<file path="src/rtl/core/sl_pkg.sv">
// ----------------------------------------------------------------------------
// sl_pkg: shared types and constants of the source lexer
// Token kinds, scan modes and the keyword table.
// ----------------------------------------------------------------------------
package sl_pkg;

    localparam int POS_WIDTH_DEF = 16;
    localparam int MAX_KW_LEN_DEF = 6;
    localparam int FIELD_WIDTH = 16;
    localparam int KIND_WIDTH = 6;
    localparam int NUM_KW = 12;

    localparam logic [KIND_WIDTH-1:0] K_SLASH      = 6'd10;
    localparam logic [KIND_WIDTH-1:0] K_BANG       = 6'd11;
    localparam logic [KIND_WIDTH-1:0] K_EQUAL      = 6'd13;
    localparam logic [KIND_WIDTH-1:0] K_GREATER    = 6'd15;
    localparam logic [KIND_WIDTH-1:0] K_LESS       = 6'd17;
    localparam logic [KIND_WIDTH-1:0] K_IDENT      = 6'd19;
    localparam logic [KIND_WIDTH-1:0] K_STRING     = 6'd20;
    localparam logic [KIND_WIDTH-1:0] K_INT        = 6'd21;
    localparam logic [KIND_WIDTH-1:0] K_KW_BASE    = 6'd22;
    localparam logic [KIND_WIDTH-1:0] K_EOF        = 6'd34;
    localparam logic [KIND_WIDTH-1:0] K_ERR_CHAR   = 6'd35;
    localparam logic [KIND_WIDTH-1:0] K_ERR_STRING = 6'd36;

    typedef enum logic [3:0] {
        M_IDLE    = 4'd0,
        M_BANG    = 4'd1,
        M_EQUAL   = 4'd2,
        M_LESS    = 4'd3,
        M_GREATER = 4'd4,
        M_SLASH   = 4'd5,
        M_COMMENT = 4'd6,
        M_STRING  = 4'd7,
        M_NUMBER  = 4'd8,
        M_IDENT   = 4'd9
    } mode_t;

    // one token as it leaves the scanner
    typedef struct packed {
        logic [KIND_WIDTH-1:0]  kind;
        logic [FIELD_WIDTH-1:0] start_pos;
        logic [FIELD_WIDTH-1:0] end_pos;
        logic [FIELD_WIDTH-1:0] line_number;
    } token_t;

    // keyword text, first character in the low byte, zero padded to 8 bytes
    function automatic logic [63:0] kw_text(input logic [3:0] idx);
        logic [63:0] t;
        t = '0;
        unique case (idx)
            4'd0:    t = 64'h646e61;
            4'd1:    t = 64'h6669;
            4'd2:    t = 64'h65736c65;
            4'd3:    t = 64'h726f66;
            4'd4:    t = 64'h65736c6166;
            4'd5:    t = 64'h65757274;
            4'd6:    t = 64'h6c696e;
            4'd7:    t = 64'h6e7566;
            4'd8:    t = 64'h746e697270;
            4'd9:    t = 64'h726f;
            4'd10:   t = 64'h6e7275746572;
            4'd11:   t = 64'h6c6f6f62;
            default: t = '0;
        endcase
        return t;
    endfunction

    function automatic logic [3:0] kw_len(input logic [3:0] idx);
        logic [3:0] l;
        unique case (idx)
            4'd1, 4'd9:                   l = 4'd2;
            4'd0, 4'd3, 4'd6, 4'd7:       l = 4'd3;
            4'd2, 4'd5, 4'd11:            l = 4'd4;
            4'd4, 4'd8:                   l = 4'd5;
            4'd10:                        l = 4'd6;
            default:                      l = 4'd15;
        endcase
        return l;
    endfunction

    function automatic logic is_digit(input logic [7:0] c);
        return (c >= 8'h30) && (c <= 8'h39);
    endfunction

    function automatic logic is_alpha(input logic [7:0] c);
        return ((c >= 8'h61) && (c <= 8'h7a)) || ((c >= 8'h41) && (c <= 8'h5a))
            || (c == 8'h5f);
    endfunction

endpackage

</file>
<file path="src/rtl/core/sl_kw_match.sv">
// ----------------------------------------------------------------------------
// sl_kw_match: keyword lookup
// Compares the identifier buffer against the twelve keywords in parallel.
// ----------------------------------------------------------------------------
module sl_kw_match #(
    parameter int MAX_KW_LEN = sl_pkg::MAX_KW_LEN_DEF,
    localparam int LEN_W = $clog2(MAX_KW_LEN + 2)
) (
    input  logic [MAX_KW_LEN*8-1:0]          buffer,
    input  logic [LEN_W-1:0]                 length,
    output logic [sl_pkg::KIND_WIDTH-1:0]    kind
);
    logic [sl_pkg::NUM_KW-1:0] hit;

    always_comb
    begin
        logic [63:0] txt;
        logic [63:0] buf64;
        logic [63:0] mask;
        buf64 = '0;
        buf64[MAX_KW_LEN*8-1:0] = buffer;
        for (int k = 0; k < sl_pkg::NUM_KW; k++)
        begin
            txt = sl_pkg::kw_text(4'(k));
            mask = '0;
            for (int b = 0; b < 8; b++)
            begin
                if (4'(b) < sl_pkg::kw_len(4'(k)))
                begin
                    mask[b*8 +: 8] = 8'hff;
                end
            end
            hit[k] = (32'(length) == 32'(sl_pkg::kw_len(4'(k))))
                && ((buf64 & mask) == txt);
        end
    end

    always_comb
    begin
        kind = sl_pkg::K_IDENT;
        for (int k = sl_pkg::NUM_KW - 1; k >= 0; k--)
        begin
            if (hit[k])
            begin
                kind = sl_pkg::K_KW_BASE + sl_pkg::KIND_WIDTH'(k);
            end
        end
    end
endmodule

</file>
<file path="src/rtl/core/sl_scan.sv">
// ----------------------------------------------------------------------------
// sl_scan: scanner state machine
// Takes a request, updates the scan state and produces up to two
// tokens for it in the same cycle.
// ----------------------------------------------------------------------------
module sl_scan #(
    parameter int POS_WIDTH  = sl_pkg::POS_WIDTH_DEF,
    parameter int MAX_KW_LEN = sl_pkg::MAX_KW_LEN_DEF
) (
    input  logic          clk,
    input  logic          rst_n,
    input  logic          step,
    input  logic [7:0]    char_byte,
    input  logic          end_of_input,
    output logic [1:0]    count,
    output sl_pkg::token_t tok0,
    output sl_pkg::token_t tok1
);
    localparam int LEN_W = $clog2(MAX_KW_LEN + 2);
    localparam int IDX_W = $clog2(MAX_KW_LEN);
    localparam logic [POS_WIDTH-1:0] POS_MAX = '1;
    localparam logic [15:0] LINE_MAX = 16'hffff;

    sl_pkg::mode_t          mode_reg, mode_next;
    logic [POS_WIDTH-1:0]   pos_reg, pos_next;
    logic [POS_WIDTH-1:0]   start_reg, start_next;
    logic [15:0]            line_reg, line_next;
    logic [LEN_W-1:0]       len_reg, len_next;
    logic [7:0]             kw_buf_reg [MAX_KW_LEN];
    logic                   buf_we;
    logic [IDX_W-1:0]       buf_idx;
    logic [MAX_KW_LEN*8-1:0] buf_flat;
    logic [sl_pkg::KIND_WIDTH-1:0] id_kind;

    always_comb
    begin
        for (int i = 0; i < MAX_KW_LEN; i++)
        begin
            buf_flat[i*8 +: 8] = kw_buf_reg[i];
        end
    end

    sl_kw_match #(.MAX_KW_LEN(MAX_KW_LEN)) u_kw (
        .buffer (buf_flat),
        .length (len_reg),
        .kind   (id_kind)
    );

    function automatic logic [POS_WIDTH-1:0] inc(input logic [POS_WIDTH-1:0] p);
        return (p == POS_MAX) ? p : p + 1'b1;
    endfunction

    function automatic logic [15:0] fld(input logic [POS_WIDTH-1:0] p);
        logic [31:0] w;
        w = 32'(p);
        return w[15:0];
    endfunction

    function automatic logic [sl_pkg::KIND_WIDTH-1:0] single_kind(input sl_pkg::mode_t m);
        logic [sl_pkg::KIND_WIDTH-1:0] k;
        unique case (m)
            sl_pkg::M_BANG:    k = sl_pkg::K_BANG;
            sl_pkg::M_EQUAL:   k = sl_pkg::K_EQUAL;
            sl_pkg::M_LESS:    k = sl_pkg::K_LESS;
            sl_pkg::M_GREATER: k = sl_pkg::K_GREATER;
            default:           k = sl_pkg::K_SLASH;
        endcase
        return k;
    endfunction

    always_comb
    begin
        sl_pkg::token_t t;
        logic [1:0] n;
        logic pass_on;
        logic flush;
        logic [15:0] line_v;
        logic [sl_pkg::KIND_WIDTH-1:0] pk;
        logic [POS_WIDTH-1:0] p;

        p = pos_reg;
        mode_next = mode_reg;
        start_next = start_reg;
        line_v = line_reg;
        len_next = len_reg;
        pos_next = inc(p);
        buf_we = 1'b0;
        buf_idx = '0;
        tok0 = '0;
        tok1 = '0;
        n = 2'd0;
        pass_on = 1'b1;
        flush = 1'b0;

        if (end_of_input)
        begin
            flush = 1'b1;
            pass_on = 1'b0;
        end
        else
        begin
            unique case (mode_reg)
                sl_pkg::M_BANG, sl_pkg::M_EQUAL, sl_pkg::M_LESS, sl_pkg::M_GREATER:
                begin
                    if (char_byte == "=")
                    begin
                        t.kind = single_kind(mode_reg) + 1'b1;
                        t.start_pos = fld(start_reg);
                        t.end_pos = fld(inc(p));
                        t.line_number = line_v;
                        tok0 = t;
                        n = 2'd1;
                        mode_next = sl_pkg::M_IDLE;
                        pass_on = 1'b0;
                    end
                    else
                    begin
                        flush = 1'b1;
                    end
                end
                sl_pkg::M_SLASH:
                begin
                    if (char_byte == "/")
                    begin
                        mode_next = sl_pkg::M_COMMENT;
                        pass_on = 1'b0;
                    end
                    else
                    begin
                        flush = 1'b1;
                    end
                end
                sl_pkg::M_COMMENT:
                begin
                    if (char_byte == 8'h0a)
                    begin
                        mode_next = sl_pkg::M_IDLE;
                    end
                    else
                    begin
                        pass_on = 1'b0;
                    end
                end
                sl_pkg::M_STRING:
                begin
                    if (char_byte == 8'h22)
                    begin
                        t.kind = sl_pkg::K_STRING;
                        t.start_pos = fld(start_reg);
                        t.end_pos = fld(inc(p));
                        t.line_number = line_v;
                        tok0 = t;
                        n = 2'd1;
                        mode_next = sl_pkg::M_IDLE;
                    end
                    else if (char_byte == 8'h0a && line_v != LINE_MAX)
                    begin
                        line_v = line_v + 1'b1;
                    end
                    pass_on = 1'b0;
                end
                sl_pkg::M_NUMBER:
                begin
                    if (sl_pkg::is_digit(char_byte))
                    begin
                        pass_on = 1'b0;
                    end
                    else
                    begin
                        flush = 1'b1;
                    end
                end
                sl_pkg::M_IDENT:
                begin
                    if (sl_pkg::is_digit(char_byte) || sl_pkg::is_alpha(char_byte))
                    begin
                        if (32'(len_reg) < MAX_KW_LEN)
                        begin
                            buf_we = 1'b1;
                            buf_idx = IDX_W'(len_reg);
                        end
                        if (32'(len_reg) <= MAX_KW_LEN)
                        begin
                            len_next = len_reg + 1'b1;
                        end
                        pass_on = 1'b0;
                    end
                    else
                    begin
                        flush = 1'b1;
                    end
                end
                default:
                begin
                    mode_next = sl_pkg::M_IDLE;
                end
            endcase
        end

        // pending token ends at the current position; a pending operator ends one past its start
        if (flush)
        begin
            pk = sl_pkg::K_IDENT;
            t.start_pos = fld(start_reg);
            t.end_pos = fld(p);
            t.line_number = line_v;
            unique case (mode_reg)
                sl_pkg::M_BANG, sl_pkg::M_EQUAL, sl_pkg::M_LESS, sl_pkg::M_GREATER,
                sl_pkg::M_SLASH:
                begin
                    pk = single_kind(mode_reg);
                    t.end_pos = fld(inc(start_reg));
                end
                sl_pkg::M_STRING: pk = sl_pkg::K_ERR_STRING;
                sl_pkg::M_NUMBER: pk = sl_pkg::K_INT;
                sl_pkg::M_IDENT:  pk = id_kind;
                default:          pk = sl_pkg::K_IDENT;
            endcase
            t.kind = pk;
            if (mode_reg != sl_pkg::M_IDLE && mode_reg != sl_pkg::M_COMMENT)
            begin
                tok0 = t;
                n = 2'd1;
            end
            mode_next = sl_pkg::M_IDLE;
        end

        if (pass_on)
        begin
            start_next = p;
            t.start_pos = fld(p);
            t.end_pos = fld(inc(p));
            t.line_number = line_v;
            t.kind = sl_pkg::K_ERR_CHAR;
            unique case (char_byte)
                "(": t.kind = 6'd0;
                ")": t.kind = 6'd1;
                "{": t.kind = 6'd2;
                "}": t.kind = 6'd3;
                ",": t.kind = 6'd4;
                ".": t.kind = 6'd5;
                "-": t.kind = 6'd6;
                "+": t.kind = 6'd7;
                ";": t.kind = 6'd8;
                "*": t.kind = 6'd9;
                default: t.kind = sl_pkg::K_ERR_CHAR;
            endcase
            priority case (1'b1)
                char_byte == "!":  mode_next = sl_pkg::M_BANG;
                char_byte == "=":  mode_next = sl_pkg::M_EQUAL;
                char_byte == "<":  mode_next = sl_pkg::M_LESS;
                char_byte == ">":  mode_next = sl_pkg::M_GREATER;
                char_byte == "/":  mode_next = sl_pkg::M_SLASH;
                char_byte == 8'h22: mode_next = sl_pkg::M_STRING;
                default: ;
            endcase
            if (char_byte == 8'h0a && line_v != LINE_MAX)
            begin
                line_v = line_v + 1'b1;
            end
            if (sl_pkg::is_digit(char_byte))
            begin
                mode_next = sl_pkg::M_NUMBER;
            end
            else if (sl_pkg::is_alpha(char_byte))
            begin
                mode_next = sl_pkg::M_IDENT;
                buf_we = 1'b1;
                buf_idx = '0;
                len_next = LEN_W'(1);
            end
            else if (t.kind != sl_pkg::K_ERR_CHAR || !(char_byte == "!" || char_byte == "="
                || char_byte == "<" || char_byte == ">" || char_byte == "/"
                || char_byte == 8'h22 || char_byte == 8'h20 || char_byte == 8'h0d
                || char_byte == 8'h09 || char_byte == 8'h0a))
            begin
                t.line_number = line_v;
                if (n == 2'd0)
                begin
                    tok0 = t;
                end
                else
                begin
                    tok1 = t;
                end
                n = n + 1'b1;
            end
        end

        if (end_of_input)
        begin
            t.kind = sl_pkg::K_EOF;
            t.start_pos = fld(p);
            t.end_pos = fld(p);
            t.line_number = line_v;
            if (n == 2'd0)
            begin
                tok0 = t;
            end
            else
            begin
                tok1 = t;
            end
            n = n + 1'b1;
            mode_next = sl_pkg::M_IDLE;
            pos_next = '0;
            start_next = '0;
            line_v = 16'd1;
            len_next = '0;
        end

        line_next = line_v;
        count = n;
    end

    always_ff @(posedge clk or negedge rst_n)
    begin
        if (!rst_n)
        begin
            mode_reg <= sl_pkg::M_IDLE;
            pos_reg <= '0;
            start_reg <= '0;
            line_reg <= 16'd1;
            len_reg <= '0;
        end
        else if (step)
        begin
            mode_reg <= mode_next;
            pos_reg <= pos_next;
            start_reg <= start_next;
            line_reg <= line_next;
            len_reg <= len_next;
        end
    end

    always_ff @(posedge clk)
    begin
        if (step && buf_we)
        begin
            kw_buf_reg[buf_idx] <= char_byte;
        end
    end

    assert property (@(posedge clk) disable iff (!rst_n)
        step && end_of_input |=> mode_reg == sl_pkg::M_IDLE && pos_reg == '0
            && line_reg == 16'd1)
        else $error("end of input did not clear scanner state");
    assert property (@(posedge clk) disable iff (!rst_n)
        step |-> count != 2'd0 || !end_of_input)
        else $error("end of input produced no token");
    assert property (@(posedge clk) disable iff (!rst_n)
        line_reg != 16'd0)
        else $error("line count reached zero");
    assert property (@(posedge clk) disable iff (!rst_n)
        32'(len_reg) <= MAX_KW_LEN + 1)
        else $error("identifier length beyond saturation");
endmodule

</file>
<file path="config.mk">
export PLATFORM = sky130hd
export DESIGN_NAME = sl_scan
export DESIGN_NICKNAME = d
export VERILOG_FILES = /design/src/rtl/core/sl_pkg.sv /design/src/rtl/core/sl_kw_match.sv /design/src/rtl/core/sl_scan.sv
export SDC_FILE = /design/constraint.sdc
export NUM_CORES = 1
export LEC_CHECK = 0
export ABC_AREA = 1
export BUFFER_PORTS_ARGS = -buffer_cell sky130_fd_sc_hd__buf_2
export CORE_MARGIN = 8
export CORE_UTILIZATION = 40
export DETAILED_ROUTE_END_ITERATION = 6
export HOLD_SLACK_MARGIN = 0.03
export PLACE_DENSITY_LB_ADDON = 0.15
export RECOVER_POWER = 100
export SYNTH_ARGS = -nofsm -noshare
export SYNTH_HDL_FRONTEND = slang
export SYNTH_SLANG_ARGS = --single-unit
</file>
<file path="constraint.sdc">
create_clock -name clk -period 4.3 [get_ports clk]
set_input_delay 0.43 -clock clk [delete_from_list [all_inputs] [get_ports clk]]
set_output_delay 0.43 -clock clk [all_outputs]
set_load 0.02 [all_outputs]
</file>
==> results.json, run 1 <==
{
  "outcome": "finished, violations left",
  "violations": "max-capacitance violations, max-slew violations",
  "boundaryPins": 122,
  "place_congestion": 0.951,
  "hold_viol_final": 0,
  "synth-async-reset-ratio_pct": 53.4,
  "yosysSeqAreaShare_pct": 30.1,
  "tightestPinTransition_ps": 3380,
  "slowest_delay_ps": 320,
  "clk_pin_slew_ps": 80,
  "synthCells": 1450,
  "hold_path_class": "input pin to flip-flop",
  "final_cell_area_um2": 11200,
  "htree_num_levels": 3,
  "crit_fanout": 24,
  "setup_viol": 0,
  "final_antenna_net_count": 0,
  "grt_max_degree": 56,
  "cp_data_arrival_time_ps": 3710,
  "drc": 0,
  "grt_overflow": 0,
  "max_slew_margin_pct": -126,
  "n_antenna_cell": 0,
  "tns_ps": 0,
  "grt_pass1_vias": 10500,
  "critPathCaptureType": "primary output",
  "drv_slew": 56,
  "p_leak_nw": 5.25,
  "mappedNetlistNets": 1473,
  "clock-sinks": 103,
  "dp_cells": 1919,
  "drt_first_pass_iters": 6,
  "grt_first_pass_wirelength_um": 57200,
  "ys_types": 53,
  "place_area_um2": 10700,
  "post-route-min-period_ps": 4140,
  "tritoncts": "done",
  "die_w_um": 169,
  "cp_slowest_cell": "buf_6",
  "critPathRequiredTime_ps": 3870,
  "drt_iter0_markers": 1106,
  "areaGrowthSynthToFinish_pct": 19.5,
  "criticalPathCategory": "input pin to primary output",
  "die_h_um": 169,
  "ctsRootBufferMaster": "clkbuf_16",
  "vdd_drop_max_v": 0.000182,
  "multi_input_area_um2": 5580,
  "core_um2": 23300,
  "wl_per_cell_um": 18.9,
  "yosysWarningCount": 0,
  "synthFlopType": "dfrtp_1",
  "totalWireLength_um": 36700,
  "ys_ff_latch": 103,
  "netlist_area_um2": 9370,
  "track_usage_pct": 25.3,
  "area.sequential_um2": 2820,
  "vias_per_cell": 5.60,
  "drive_gt1_share_pct": 19.4,
  "final_cell_count_no_fill": 1945,
  "clkLatencyLatePin_ps": 370,
  "synth_edf_count": 48,
  "hold_ws_ps": 512,
  "max_freq_ghz": 0.241,
  "antenna_found_initial": 1,
  "path_cells": "clkbuf_1, clkbuf_1, inv_1, nor2_1, nand2_1, nor2_1, nor3_1, nand2_1, nor4_2, buf_4, nand4_1, nor2_4, buf_6, inv_2, nand2_2, nand2_1, a31oi_1, buf_2",
  "largest_reg_flops": 48,
  "nFillCells": 2461,
  "cts_buffer_depth": 2,
  "num-nets-final": 1644,
  "power_density_nw_per_um2": 269,
  "synth_area_per_cell_um2": 6.46,
  "start_util_pct": 40.3,
  "finalCritPeriodShare_pct": 96.3,
  "cp_common_cell": "nand2_1",
  "cts-buffers-inserted": 9,
  "hpwlAfterDp_um": 27700,
  "num_rows": 56,
  "fin_util_pct": 48.1,
  "max_cap_viol_count": 1,
  "worstSetupStartpointType": "input pin",
  "vias": 10900,
  "port_buffers": 120,
  "clock_skew_ps": 12.2,
  "die_area_um2": 28600
}
## where the power goes
part | switching, mW | internal (mW)
Sequential | 0.0249 | 1.05
Combinational | 0.746 | 0.307
Clock | 0.459 | 0.419
## placed cells by master (no fill, tap or decap), drive strengths merged, types with 2 or more instances in the layout
cell type	synthesis	routed
nand2	411	411
clkbuf	22	22
buf	25	194
a22oi	11	11
nor2	151	152
o2111ai	2	2
o311ai	4	4
nand3	147	147
nand4	50	50
and3	2	2
o21ai	48	48
edfxtp	48	48
a21oi	34	34
ha	11	11
inv	214	218
xor2	22	22
o22ai	82	82
a211oi	2	2
a31oi	9	9
o211ai	9	9
nand3b	3	3
dfrtp	54	54
nor4	17	17
clkinv	7	9
nor3	51	51
o221ai	5	5
## per-stage QoR
step	power, mW	setup WS [ps]
after floorplan	1.69	539
after global placement	2.09	-21.7
after detailed placement	2.09	-69.9
after CTS	2.97	0.673
after global routing	3.13	-36.8
final	3.01	159
## repair_timing
item / in CTS / in global routing
setup buffers: 0 / 9
resized for setup: 5 / 35
pin swaps: 0 / 7
gates cloned: 0 / 1
endpoints found under the setup margin: 44 / 99
hold buffers: 0 / 0
## routing by layer
metal	global-route usage [%]	vias to the layer above	part of all wire [%]
met5	0	-	0.046
met4	9.97	2	3.7
met3	4.10	94	7.5
met2	41.9	518	46
met1	32.4	5052	43
li1	-	5218	-
## final timing paths
kind                               endpoint  slack (ps)  cells after the start         start
min in group asynchronous      line_reg[15]        1280                      2         rst_n
max reg2reg                kw_buf_reg[4][4]         900                     15   mode_reg[3]
max                                tok0[19]         160                     18  char_byte[1]
max in group asynchronous       mode_reg[2]         820                      2         rst_n
min                        kw_buf_reg[5][5]         510                      2  char_byte[5]
min reg2reg                    line_reg[13]         550                      2  line_reg[13]
## worst max-delay path: cells and delay by family
family,cells,cell delay [ps]
AOI/OAI and AO/OA,1,210
buffers and inverters,7,1490
and+or+nand+nor,10,1550
## synthesized netlist by cell type, drive strengths merged, types with 22 or more instances
cell | n | area share (%)
o22ai | 82 | 5.5
a21oi | 34 | 1.8
nand3 | 147 | 8.4
buf | 25 | 1.7
clkbuf | 22 | 0.88
nor2 | 151 | 6.7
nand2 | 411 | 18
edfxtp | 48 | 15
nand4 | 50 | 3.5
nor3 | 51 | 2.9
dfrtp | 54 | 14
o21ai | 48 | 2.6
xor2 | 22 | 2.1
inv | 214 | 8.6
## final cells by class
cell class | count | area share [%]
multi-input cells | 1079 | 49.8
flip-flops and latches | 103 | 25.2
repair buffers | 207 | 11.3
inverters | 221 | 7.44
well taps | 319 | 3.56
clock buffers | 9 | 2.01
clock inverters | 7 | 0.715
## logic make-up after synthesis
family,share of synthesized area [%]
buf+inv,11.5
other cells,0.0400
fa+ha+maj,1.47
simple gates,41.0
xor+xnor,2.23
compound gates,13.7
flops,30.1
Power figures use the tool's default switching activity.
==> inputs of run 2 (changes only) <==
--- a/config.mk
+++ b/config.mk
@@ -6,7 +6,7 @@
 export NUM_CORES = 1
 export LEC_CHECK = 0
 export ABC_AREA = 1
-export BUFFER_PORTS_ARGS = -buffer_cell sky130_fd_sc_hd__buf_2
+export BUFFER_PORTS_ARGS = -buffer_cell sky130_fd_sc_hd__clkbuf_2
 export CORE_MARGIN = 8
 export CORE_UTILIZATION = 40
 export DETAILED_ROUTE_END_ITERATION = 6
==> run 2 against run 1 <==
  * Combinational power is essentially flat
  * Register-to-register slack got worse by 230 ps
  * Non-clock buffer count increased by 17
  * The run still ends with max-capacitance violations, max-slew violations left
  * Fmax is 1.3% higher
  * Worst setup slack gained 51 ps
==> results.json, run 2 (synthesized netlist as in run 1, its figures left out) <==
{
  "layout_common_cells": "nand2_1, inv_1, nand3_1",
  "use_met2_pct": 42.3,
  "met3_usage_pct": 4.19,
  "track_usage_pct": 25.7,
  "clk_pin_slew_ps": 90,
  "clock-sinks": 103,
  "wl_per_cell_um": 19.0,
  "hold_path_class": "input pin to async pin",
  "hold_viol_final": 0,
  "drt_iter0_markers": 1111,
  "finalCritPeriodShare_pct": 95.1,
  "htree_num_levels": 3,
  "critPathCaptureType": "primary output",
  "cts_buffer_depth": 2,
  "cts-buffers-inserted": 9,
  "n_antenna_cell": 0,
  "hpwlAfterDp_um": 27900,
  "power_density_nw_per_um2": 272,
  "path_cells": "ha_1, nand2_1, nor2_4, nand2_1, inv_2, nand3_4, buf_4, nand3_1, nand2_1, nand2_2, nand2_1, inv_1, nand2_1, nor2_2, nand2_1, nand2_1, nand3_1, nand3_1, nand2_1, o21ai_1, inv_1, clkbuf_2",
  "busiest_layer": "met2",
  "setup_viol": 0,
  "post-route-min-period_ps": 4090,
  "max_freq_ghz": 0.245,
  "outcome": "finished, violations left",
  "max_slew_margin_pct": -10.1,
  "grt_first_pass_wirelength_um": 58100,
  "num-nets-final": 1661,
  "drive_gt1_share_pct": 17.9,
  "reg2regPathDepth": 16,
  "final_antenna_net_count": 0,
  "totalWireLength_um": 37300,
  "violations": "max-capacitance violations, max-slew violations",
  "p_leak_nw": 5.14,
  "clkLatencyLatePin_ps": 370,
  "place_congestion": 0.951,
  "nFillCells": 2528,
  "drt_first_pass_iters": 6,
  "globalRouteMet1Util_pct": 33.7,
  "crit_fanout": 8,
  "cp_data_arrival_time_ps": 3660,
  "critPathRequiredTime_ps": 3870,
  "num_rows": 56,
  "fin_total_pwr_mw": 3.06,
  "antenna_found_initial": 0,
  "die_area_um2": 28600,
  "grt_pass1_vias": 10600,
  "max_cap_viol_count": 1,
  "tightestPinTransition_ps": 1650,
  "core_um2": 23300,
  "worstSetupStartpointType": "flip-flop",
  "vdd_drop_max_v": 0.000191,
  "largest_reg_flops": 48,
  "slowest_delay_ps": 550,
  "drv_slew": 29,
  "start_util_pct": 40.3,
  "tritoncts": "done",
  "drc": 0,
  "ctsRootBufferMaster": "clkbuf_16",
  "die_h_um": 169,
  "final_common_cell": "nand2_1",
  "grt_overflow": 0,
  "cp_slowest_cell": "dfstp_2",
  "die_w_um": 169,
  "vias_per_cell": 5.60,
  "vias": 11000,
  "boundaryPins": 122,
  "criticalPathCategory": "flip-flop to primary output",
  "cp_common_cell": "nand2_1",
  "clock_skew_ps": 16.7,
  "grt_max_degree": 51,
  "areaGrowthSynthToFinish_pct": 20.1,
  "tns_ps": 0,
  "port_buffers": 120
}
run 2: changes by cell type in the layout (fill, tap and decap cells not counted), moves of 2 or more:
cell,delta
nor2_1,+2
clkbuf_1,+31
nand2_1,+2
nand2_2,-2
nor2_4,-3
clkbuf_2,+94
buf_2,-113
buf_4,+2
run 2: what timing repair did:
action                                 in CTS  in global routing
pin swaps                                   1                  7
buffers inserted                            2                 10
setup endpoints to repair                  44                 75
resized for setup                           7                 24
gates cloned                                0                  2
endpoints found under the hold margin       5                  0
hold buffers                                1                  0
run 2: per-stage QoR:
stage / setup WS (ps) / utilization, % / hold WS, ps / cell area [um^2] / cells
6_report: 210 / 48.4 / 490 / 11200 / 1962
5_1_grt: -22.0 / 48.4 / 528 / 11200 / 1962
4_1_cts: 22.6 / 47.9 / 411 / 11200 / 1950
3_5_place_dp: -103 / 46.4 / 283 / 10800 / 1931
3_3_place_gp: -41.0 / 46.4 / 279 / 10800 / 1931
2_1_floorplan: 539 / - / 134 / 9370 / 1450
run 2: worst max-delay path: cells and delay by family (launching register included):
| kind | cells | cell delay, ps |
|---|---|---|
| AND/OR/NAND/NOR | 15 | 1690 |
| buffers and inverters | 5 | 610 |
| flip-flops | 1 | 550 |
| AO/OA/AOI/OAI | 1 | 230 |
| adder cells (fa/ha/maj) | 1 | 210 |
run 2: path summary, 6_finish.rpt:
kind / from / end / slack [ps]
max in group asynchronous: rst_n / mode_reg[0] / 1990
worst min register to register: line_reg[13] / line_reg[13] / 550
worst max-delay path: line_reg[0] / tok0[5] / 210
min in group clk: char_byte[4] / kw_buf_reg[0][4] / 530
worst min-delay path: rst_n / line_reg[15] / 490
worst max register to register: mode_reg[1] / kw_buf_reg[0][1] / 670
run 2: report_power, final:
group          total (mW)  switching, mW  internal [mW]
clock network       0.926          0.495          0.431
registers            1.07         0.0221           1.05
logic                1.06          0.753          0.309
total                3.06           1.27           1.79
run 2: metal layers:
metal,routed length [um],part of all wire [%]
met1,16400,44
met2,17000,46
met3,2700,7.2
met4,1190,3.2
met5,0,0
run 2: cell type report:
type                            count  area, um^2  share of cell area, %
Sequential cell                   103        2820                   25.1
Inverter                          221         833                   7.41
Multi-Input combinational cell   1079        5540                   49.2
Timing Repair Buffer              224        1340                   11.9
Clock buffer                        9         225                   2.00
Clock inverter                      7        91.3                  0.812
Tap cell                          319         399                   3.55
